==> src/rtl/nnrs_pkg.sv <==
// Shared widths, codes and item types of the nearest-neighbor RGB to RGBA scaler.
package nnrs_pkg;

  localparam int DIM_W      = 12;
  localparam int CHAN_W     = 8;
  localparam int PIX_W      = 3 * CHAN_W;
  localparam int QUOT_W     = DIM_W + 1;
  localparam int CNT_W      = $clog2(QUOT_W + 1);
  localparam int PROD_W     = QUOT_W + DIM_W;
  localparam int CFG_IDX_W  = 2;

  localparam int NNRS_MAX_PIXELS = 524288;

  localparam logic [DIM_W-1:0]  SRC_WIDTH_RESET  = 12'd640;
  localparam logic [DIM_W-1:0]  SRC_HEIGHT_RESET = 12'd480;
  localparam logic [DIM_W-1:0]  DST_WIDTH_RESET  = 12'd640;
  localparam logic [DIM_W-1:0]  DST_HEIGHT_RESET = 12'd480;
  localparam logic [CHAN_W-1:0] ALPHA_OPAQUE     = 8'd255;

  typedef enum logic {
    OP_STORE = 1'b0,
    OP_FETCH = 1'b1
  } op_t;

  typedef enum logic [CFG_IDX_W-1:0] {
    REG_SRC_WIDTH  = 2'd0,
    REG_SRC_HEIGHT = 2'd1,
    REG_DST_WIDTH  = 2'd2,
    REG_DST_HEIGHT = 2'd3
  } cfg_reg_t;

  typedef struct packed {
    op_t               op;
    logic              frame_start;
    logic [CHAN_W-1:0] chan0;
    logic [CHAN_W-1:0] chan1;
    logic [CHAN_W-1:0] chan2;
  } req_item_t;

  typedef struct packed {
    logic [CHAN_W-1:0] out_chan0;
    logic [CHAN_W-1:0] out_chan1;
    logic [CHAN_W-1:0] out_chan2;
    logic [CHAN_W-1:0] out_alpha;
    logic [DIM_W-1:0]  dest_x;
    logic [DIM_W-1:0]  dest_y;
    logic              last;
  } rsp_item_t;

  typedef struct packed {
    logic              start;
    logic [QUOT_W-1:0] dividend;
    logic [DIM_W-1:0]  divisor;
  } div_req_t;

  typedef struct packed {
    logic              busy;
    logic [QUOT_W-1:0] quot;
    logic [DIM_W-1:0]  rem;
  } div_rsp_t;

endpackage

==> src/rtl/nnrs_div.sv <==
// Restoring divider that produces one quotient bit per cycle.
module nnrs_div
  import nnrs_pkg::*;
(
  input  logic     clk,
  input  logic     rst,
  input  div_req_t req,
  output div_rsp_t rsp
);

  logic [QUOT_W-1:0] part;
  logic [QUOT_W-1:0] quot;
  logic [DIM_W-1:0]  divisor;
  logic [CNT_W-1:0]  count;
  logic [QUOT_W-1:0] shifted;
  logic [QUOT_W-1:0] diff;
  logic              fits;

  assign shifted = {part[QUOT_W-2:0], quot[QUOT_W-1]};
  assign fits    = shifted >= QUOT_W'(divisor);
  assign diff    = shifted - QUOT_W'(divisor);

  always_ff @(posedge clk) begin
    if (rst) begin
      count <= '0;
    end else if (req.start) begin
      part    <= '0;
      quot    <= req.dividend;
      divisor <= req.divisor;
      count   <= CNT_W'(QUOT_W);
    end else if (count != '0) begin
      part  <= fits ? diff : shifted;
      quot  <= {quot[QUOT_W-2:0], fits};
      count <= count - 1'b1;
    end
  end

  assign rsp.busy = count != '0;
  assign rsp.quot = quot;
  assign rsp.rem  = part[DIM_W-1:0];

  a_rem_below_divisor: assert property (@(posedge clk) disable iff (rst)
    (count == '0 && $past(count) == CNT_W'(1)) |-> (part < QUOT_W'(divisor)))
    else $error("Divider remainder is not below the divisor.");

endmodule

==> config.mk <==
export PLATFORM = sky130hd
export DESIGN_NAME = nnrs_div
export DESIGN_NICKNAME = d
export VERILOG_FILES = /design/src/rtl/nnrs_pkg.sv /design/src/rtl/nnrs_div.sv
export SDC_FILE = /design/constraint.sdc
export NUM_CORES = 1
export LEC_CHECK = 0
export BUFFER_PORTS_ARGS = -buffer_cell sky130_fd_sc_hd__buf_2
export CAP_MARGIN = 25
export CORE_ASPECT_RATIO = 1.2
export CORE_MARGIN = 2
export CORE_UTILIZATION = 50
export DETAILED_ROUTE_END_ITERATION = 12
export GPL_ROUTABILITY_DRIVEN = 0
export PLACE_DENSITY = 0.75
export SYNTH_ARGS = -nofsm -noshare
export SYNTH_HDL_FRONTEND = slang
export SYNTH_SLANG_ARGS = --single-unit
==> constraint.sdc <==
create_clock -name clk -period 6.15 [get_ports clk]
set_clock_uncertainty 0.1 [all_clocks]
set_input_delay 0.9225 -clock clk [delete_from_list [all_inputs] [get_ports clk]]
set_output_delay 0.9225 -clock clk [all_outputs]
set_load 0.02 [all_outputs]
Word-level counts from Yosys, hierarchy flattened
Cells that the tools add are included.
Widths: inputs -> output; s select.
Cells by class
  add/sub/neg operators: 2
  $lt $le $gt $ge: 1
  multiplexer cells: 6
  bitwise operators: 1
  reduce and logical (&&, ||, !) cells: 5
Operators by type and width (number)
  $mux 13: 2
  $mux 12: 2
  $ge 13x12->1: 1
  $sub 12x12->12: 1
  $mux 4: 2
  $reduce_and 2->1: 2
  $reduce_bool 4->1: 1
  $sub 4x1->4 const B: 1
  $reduce_bool 2->1: 1
  $reduce_or 2->1: 1
  $not 1->1: 1
Word-level totals
  register bits after elaboration: 41
  input bits: 28
  output and inout port bits: 26
  word-level logic and storage cells: 20

Logic depth before layout (Yosys ltp)
Gate-level depths: netlist (run 1).
  depth after elaboration: 3
  gate-level depth with buffers: 9
  depth with buffers taken out: 9

Worst setup path before layout (run 1)
No wires, ideal clock.
  path type: input-to-reg
  start: in rst
  end: reg part[0], enable pin
  library setup time: 442 ps
  data arrival time: 2735 ps
  required time: 5608 ps
  setup slack: 2873 ps
  stages: 1
  buffers on the path: 0
  cell sequence: o21ai_0
Between the ends
  word-level cells in the longest chain between the ends: 2
RTL lines
  from (decl): line nnrs_div.sv:6  | input logic rst,
  $not 1->1 (no line)
  $reduce_and 2->1 (no line)
  to (signal assigned): line nnrs_div.sv:32  | part <= fits ? diff : shifted;
  to (decl): line nnrs_div.sv:11  | logic [QUOT_W-1:0] part;
No other way between the ends.
A chain may end at the register's enable or synchronous reset.

Worst setup path in the final report (run 1)
  start: reg part[9]
  end: reg quot[0], data pin
Between the ends
  word-level cells in the longest chain between the ends: 3
RTL lines
  $ge 13x12->1: line nnrs_div.sv:20  | assign fits = shifted >= QUOT_W'(divisor);
  $mux 13: line nnrs_div.sv:31  | end else if (count != '0) begin
  $mux 13: line nnrs_div.sv:26  | end else if (req.start) begin
  to (signal assigned): line nnrs_div.sv:28  | quot <= req.dividend;
  to (signal assigned): line nnrs_div.sv:33  | quot <= {quot[QUOT_W-2:0], fits};
  to (decl): line nnrs_div.sv:12  | logic [QUOT_W-1:0] quot;
No other way between the ends. The select of a mux whose other input is x is not followed.

==> metrics.md, run 1 <==
| Metric | Value |
|---|---|
| Area growth syn-to-layout | `18.1%` |
| Max Cap Viol | `0` |
| Hold_buf cts | `0` |
| Netlist Area Pre-Place | `2340 sq um` |
| Vias per inst | `5.42` |
| Crit path max fanout | `18` |
| CTS Buf Count | `5` |
| Top-level I/O count | `54` |
| Worst Tran Pin Value | `~0.62 ns` |
| Rows | `27` |
| Leakage | `roughly 1.2 nW` |
| Die Y | `78.9 um` |
| CP Data Arrival Time | `2.40 ns` |
| Peak VDD IR | `213 uV` |
| Placed Instances | `305` |
| CTS clk-pin slew, worst paths | `about 0.080 ns` |
| Post_cts resized | `0` |
| Final period utilization | `~40%` |
| Final hold vios | `0` |
| Stages on worst setup path | `6` |
| Largest family of logic cells by synthesized area | `compound AO/OA/AOI/OAI gates` |
| Antenna violations before repair | `0` |
| WP buf/inv | `0` |
| Final setup viols | `0` |
| Warnings, synthesis | `0` |
| Hold WC Path Type | `reg2reg` |
| Post-synth EDFFs | `37` |
| Initial cell density of the core | `about half` |
| Wirelength per Cell | `about 14 um` |
| WHS Path Cells | `2` |
| Simple-gate share of the synthesized area | `between 10% and 20%` |
| Main flop type after synthesis | `edfxtp_1` |
| Fmax | `406 MHz` |
| Unrepaired setup endpoints after global routing | `false` |
| Die Footprint | `5240 sq um` |
| Async SR Flop Fraction | `0%` |
| Gr usage total | `18.9%` |
| Setup TNS | `0 ns` |
| Distinct cells, synth | `41` |
| Outcome | `finished clean` |
| DRT iter0 DRCs | `100` |
| Fin nets | `297` |
| Post-Route WL | `4520 um` |
| Cells on worst reg2reg path | `6` |
| Synthesized area per cell | `11.8 sq um` |
| Detail Route Antenna Nets | `0` |
| Max-slew headroom | `roughly 58%` |
| Die width | `66.4 um` |
| Fill count | `405` |
| Core Area | `4560 sq um` |
| CP Capture Type | `register` |
| Largest net degree at the start of global routing | `31` |
| Sequential area share after synthesis | `50.9%` |
| Pre-antenna DRT Iters | `4` |
| Hpwl dp | `3410 um` |
| Synth Area in Compound Gates | `14.5%` |
| Fin cells | `313` |
| Vias in the first global route | `1699` |
| CP startpoint kind | `register` |
| Mapped Nets | `around 240` |
| Clock power frac | `19.8%` |
| Cells after synthesis | `roughly 200` |
| Minimum clock period after layout | `2.46 ns` |
| Clk_lat worst skew | `0.28 ns` |
| DR vias | `1697` |
| Post-CTS Setup Inserts | `0` |
| Critical Path, Cell by Cell | `ha_1, a21o_1, a211o_1, a31oi_4, nand3_4, mux2_2` |
| Fraction of layout cells with a size suffix above 1 | `34.5%` |
| Slowest stage delay, CP | `between 0.4 and 0.5 ns` |
| Power Density | `375 nW/um^2` |
| Synth Register Bits | `between 40 and 50` |
| CTS tree | `built` |
| Psw | `approximately 380 uW` |
| Seq pwr share | `38.5%` |
| H-tree lvl count | `2` |
| R2r setup slk | `3.69 ns` |
| Most frequent cells in the layout | `buf_2, edfxtp_1, inv_1` |
| Combinational fraction of design power | `41.6%` |
| Commonest non-fill, non-tap cell in the layout | `buf_2` |
| I/O Buffers | `53` |
| Adder-cell share of the synthesized area | `8.34%` |
| Net Sw Frac | `between 30% and 40%` |
| CTS sink count | `between 40 and 50` |
| Root Buffer | `clkbuf_8` |
| P_int | `approximately 660 uW` |
| Final Max Tran Viols | `0` |
| Pwr Total | `1.04 mW` |
| DRC viols | `0` |
| CP delay by family, top | `compound AO/OA/AOI/OAI gates` |
| Setup CP Type | `reg2reg` |
| Maximum root-to-sink buffer count | `2` |
| Critical-path top delay cell | `edfxtp_1` |
| Antenna diode count | `0` |
| Post-layout util | `between 60% and 70%` |
| Post-synthesis xor/xnor area fraction | `2.99%` |
| Gr ovfl total | `0` |
| Mux share of post-synthesis cell area | `6.26%` |
| First-pass GRT wire length | `7610 um` |
| CP required | `6.09 ns` |
power groups by stage:
| stage | combinational, mW | sequential, mW | clock, mW |
|---|---|---|---|
| 4_1_cts | 0.433 | 0.400 | 0.213 |
| 6_report | 0.432 | 0.400 | 0.206 |
| 2_1_floorplan | 0.292 | 0.445 | 0 |
| 3_5_place_dp | 0.429 | 0.406 | 0 |
| 3_3_place_gp | 0.422 | 0.406 | 0 |
| 5_1_grt | 0.474 | 0.408 | 0.220 |
registers in the layout, summed over array words and instances (netlist names):
register  cells
count         4
divisor      12
part         12
quot         13
cell usage after synthesis (3+ instances only):
library cell | number | area, sq um
a21oi_1 | 7 | 35.0
edfxtp_1 | 37 | 1110
mux2_2 | 13 | 146
a211oi_2 | 5 | 62.6
clkbuf_1 | 3 | 11.3
and3_1 | 3 | 18.8
xnor2_1 | 4 | 35.0
o21ai_0 | 8 | 40.0
nand2_1 | 12 | 45.0
a211o_1 | 4 | 35.0
xor2_1 | 4 | 35.0
ha_1 | 14 | 175
a21oi_2 | 5 | 43.8
nand2b_1 | 9 | 56.3
nor2_1 | 13 | 48.8
inv_1 | 18 | 67.6
dfxtp_1 | 4 | 80.1
worst paths after layout:
check	start	endpoint
worst max-delay path	part[9]	quot[0]
worst min-delay path	count[1]	count[1]
worst max register to register	part[9]	quot[0]
worst min register to register	count[1]	count[1]
worst reg2reg max path: stages, from the launching register on:
cell	delay, ns
edfxtp_1	0.44
ha_1	0.39
a21o_1	0.18
a211o_1	0.32
a31oi_4	0.18
nand3_4	0.25
mux2_2	0.35
layout make-up:
type                    instances  area, sq um  share of cell area (%)
clock buffers                   6         72.6                    2.63
clock inverters                 2         33.8                    1.22
inverters                      18         67.6                    2.44
multi-input cells             134         1050                    38.1
flip-flops and latches         41         1190                    43.1
well taps                      58         72.6                    2.63
repair buffers                 54          273                    9.87
metal layers:
| layer | GRT usage, % | wire length (um) | vias up |
|---|---|---|---|
| li1 | - | - | 839 |
| met1 | 24.0 | 1980 | 792 |
| met2 | 30.7 | 2150 | 58 |
| met3 | 4.82 | 317 | 8 |
| met4 | 7.55 | 72 | 0 |
| met5 | 0 | 0 | - |
stage by stage:
step	cell area (sq um)	hold WS [ns]	worst slack [ns]
detailed placement	2660	0.411	3.59
global placement	2660	0.402	3.63
global route	2760	0.451	3.59
CTS	2760	0.421	3.69
floorplan	2340	0.384	2.87
finish	2760	0.419	3.69
cell families (layout without fill, tap and decap cells):
| kind of cell | after synthesis | after routing |
|---|---|---|
| buffers and inverters | 23 | 80 |
| flip-flops | 41 | 41 |
| XOR/XNOR | 8 | 8 |
| AND/OR/NAND/NOR | 54 | 54 |
| AO/OA/AOI/OAI | 44 | 44 |
| adder cells (fa/ha/maj) | 15 | 15 |
| multiplexers | 13 | 13 |
Note: power is estimated with default switching activity, not from simulation.
==> run 2: changes to the inputs <==
- CORE_UTILIZATION: 50 -> 48
- clock period: 6.15 -> 2.1 ns (I/O delays scaled with it)
==> metrics.md, run 2 (synthesis results as in run 1) <==
| Metric | Value |
|---|---|
| Hold_buf cts | `0 (unchanged)` |
| I/O Buffers | `53 (unchanged)` |
| Core Area | `4630 sq um (was 4560 sq um)` |
| CTS sink count | `41 (unchanged)` |
| Fraction of layout cells with a size suffix above 1 | `56.6% (was 34.5%)` |
| Post-Route WL | `5740 um (was 4520 um)` |
| Fin nets | `344 (was 297)` |
| Biggest register | `quot (unchanged)` |
| Failing checks | `setup timing` |
| Psw | `1.40 mW (was 381 uW)` |
| Vias in the first global route | `1965 (was 1699)` |
| R2r endpoint | `part[10] (was quot[0])` |
| Final hold vios | `0 (unchanged)` |
| Fmax | `445 MHz (was 406 MHz)` |
| Combinational fraction of design power | `51.5% (was 41.6%)` |
| Rows | `27 (unchanged)` |
| Commonest non-fill, non-tap cell in the layout | `buf_2 (unchanged)` |
| Setup crit end | `part[10] (was quot[0])` |
| Die width | `67.7 um (was 66.4 um)` |
| Peak VDD IR | `670 uV (was 213 uV)` |
| Leakage | `1.42 nW (was 1.17 nW)` |
| Hold_ws | `0.0817 ns (was 0.419 ns)` |
| Most frequent cells in the layout | `buf_2, buf_4, edfxtp_1 (was buf_2, edfxtp_1, inv_1)` |
| Top-level I/O count | `54 (unchanged)` |
| First-pass GRT wire length | `9060 um (was 7610 um)` |
| Pre-antenna DRT Iters | `6 (was 4)` |
| Clock power frac | `17.5% (was 19.8%)` |
| Minimum clock period after layout | `2.25 ns (was 2.46 ns)` |
| Critical R2R Launch | `quot[12] (was part[9])` |
| Gr usage total | `22.6% (was 18.9%)` |
| Final Max Tran Viols | `0 (unchanged)` |
| Initial cell density of the core | `50.6% (was 51.3%)` |
| CP Capture Type | `register (unchanged)` |
| Max-slew headroom | `74.8% (was 58.5%)` |
| Clk_lat worst skew | `0.30 ns (was 0.28 ns)` |
| Power Density | `1130 nW/um^2 (was 375 nW/um^2)` |
| Net Sw Frac | `37.0% (was 36.7%)` |
| Worst setup margin | `-0.147 ns (was 3.69 ns)` |
| CP Launch Point | `quot[12] (was part[9])` |
| Area growth syn-to-layout | `43.5% (was 18.1%)` |
| Detail Route Antenna Nets | `0 (unchanged)` |
| Unrepaired setup endpoints after global routing | `true (was false)` |
| Wirelength per Cell | `15.9 um (was 14.4 um)` |
| Final period utilization | `107% (was 40.0%)` |
| Final setup viols | `13 (was 0)` |
| CP required | `2.06 ns (was 6.09 ns)` |
| Die Y | `80.5 um (was 78.9 um)` |
| DRC viols | `0 (unchanged)` |
| Pwr Total | `3.78 mW (was 1.04 mW)` |
| Root Buffer | `clkbuf_8 (unchanged)` |
| R2r setup slk | `-0.15 ns (was 3.69 ns)` |
| Max Cap Viol | `0 (unchanged)` |
| Setup TNS | `-1.21 ns (was 0 ns)` |
| DRT iter0 DRCs | `118 (was 100)` |
| CTS clk-pin slew, worst paths | `0.09 ns (was 0.08 ns)` |
| P_int | `2.38 mW (was 657 uW)` |
| H-tree lvl count | `2 (unchanged)` |
| Die Footprint | `5450 sq um (was 5240 sq um)` |
| Largest net degree at the start of global routing | `19 (was 31)` |
| CTS Buf Count | `5 (unchanged)` |
| DR vias | `1919 (was 1697)` |
| Maximum root-to-sink buffer count | `2 (unchanged)` |
| Seq pwr share | `31.0% (was 38.5%)` |
| Antenna violations before repair | `0 (unchanged)` |
| Antenna diode count | `0 (unchanged)` |
| Vias per inst | `5.33 (was 5.42)` |
| Worst Tran Pin Value | `0.374 ns (was 0.623 ns)` |
| CP Data Arrival Time | `2.20 ns (was 2.40 ns)` |
| Setup CP Type | `reg2reg (unchanged)` |
| CP startpoint kind | `register (unchanged)` |
| Cells on worst reg2reg path | `9 (was 6)` |
| Top flop regs | `quot (13), divisor (12), part (12) (unchanged)` |
| Hpwl dp | `3980 um (was 3410 um)` |
| Gr ovfl total | `0 (unchanged)` |
| Crit path max fanout | `3 (was 18)` |
| Outcome | `finished with violations (was finished clean)` |
| CTS tree | `built (unchanged)` |
| Max FFs per register | `13 (unchanged)` |
| Hold WC Path Type | `in2reg (was reg2reg)` |
run 2: changes by cell type in the layout (fill, tap and decap cells not counted), moves of 3 or more:
cell     change
buf_4       +43
ha_1        -10
ha_4         +8
nand2_1      -7
nand2_2      +7
buf_6        +3
nor2_1       -3
o21ai_0      -3
run 2: worst min-delay path by stage:
stage / startpoint / endpoint / slack [ns] / cells past startpoint
4_1_cts: req[11] / divisor[11] / 0.08 / 1
3_5_place_dp: req[3] / divisor[3] / 0.39 / 1
2_1_floorplan: rst / count[0] / 0.29 / 1
5_1_grt: req[11] / divisor[11] / 0.07 / 1
6_report: req[11] / divisor[11] / 0.08 / 1
3_3_place_gp: req[3] / divisor[3] / 0.39 / 1
run 2: metal layers:
layer,vias to the layer above,share of wire (%),GRT usage [%]
met5,-,0,0
met4,0,2.5,9.80
met3,15,4.5,5.18
met2,55,52,38.0
met1,914,41,27.0
li1,935,-,-
run 2: repair_timing:
action | in CTS | in global routing
gates resized for setup | 18 | 16
gates cloned | 1 | 0
setup endpoints to repair | 13 | 13
setup buffers | 3 | 4
endpoints found under the hold margin | 0 | 0
pin swaps | 10 | 12
run 2: critical path: stages, from the launching register on:
cell and delay [ns]:
edfxtp_1 0.41, inv_2 0.08, ha_4 0.13, fa_2 0.20
nand2b_4 0.14, nand2b_4 0.05, a211o_1 0.33, a211oi_2 0.27
xor2_1 0.19, a211oi_2 0.09
run 2: cell type report:
type / count / area [sq um]
timing repair buffer: 100 / 629
clock inverter: 3 / 46.3
tap: 58 / 72.6
multi-input combinational: 135 / 1280
inverter: 18 / 67.6
sequential: 41 / 1190
fill: 310 / 1270
clock buffer: 5 / 68.8
run 2: per-stage QoR:
| step | instance area, sq um | util, % | worst slack, ns | cells |
|---|---|---|---|---|
| global placement | 3040 | 65.6 | -0.0959 | 344 |
| finish | 3360 | 72.5 | -0.147 | 360 |
| detailed placement | 3040 | 65.6 | -0.147 | 344 |
| CTS | 3260 | 70.5 | -0.130 | 356 |
| floorplan | 2430 | - | -0.144 | 198 |
| global route | 3360 | 72.5 | -0.212 | 360 |
run 2: power by group through the flow:
stage | Combinational (mW) | Sequential [mW] | Clock [mW]
floorplan | 0.934 | 1.31 | 0
global placement | 1.61 | 1.17 | 0
detailed placement | 1.65 | 1.18 | 0
CTS | 1.82 | 1.17 | 0.666
global route | 2.10 | 1.19 | 0.690
finish | 1.95 | 1.17 | 0.661
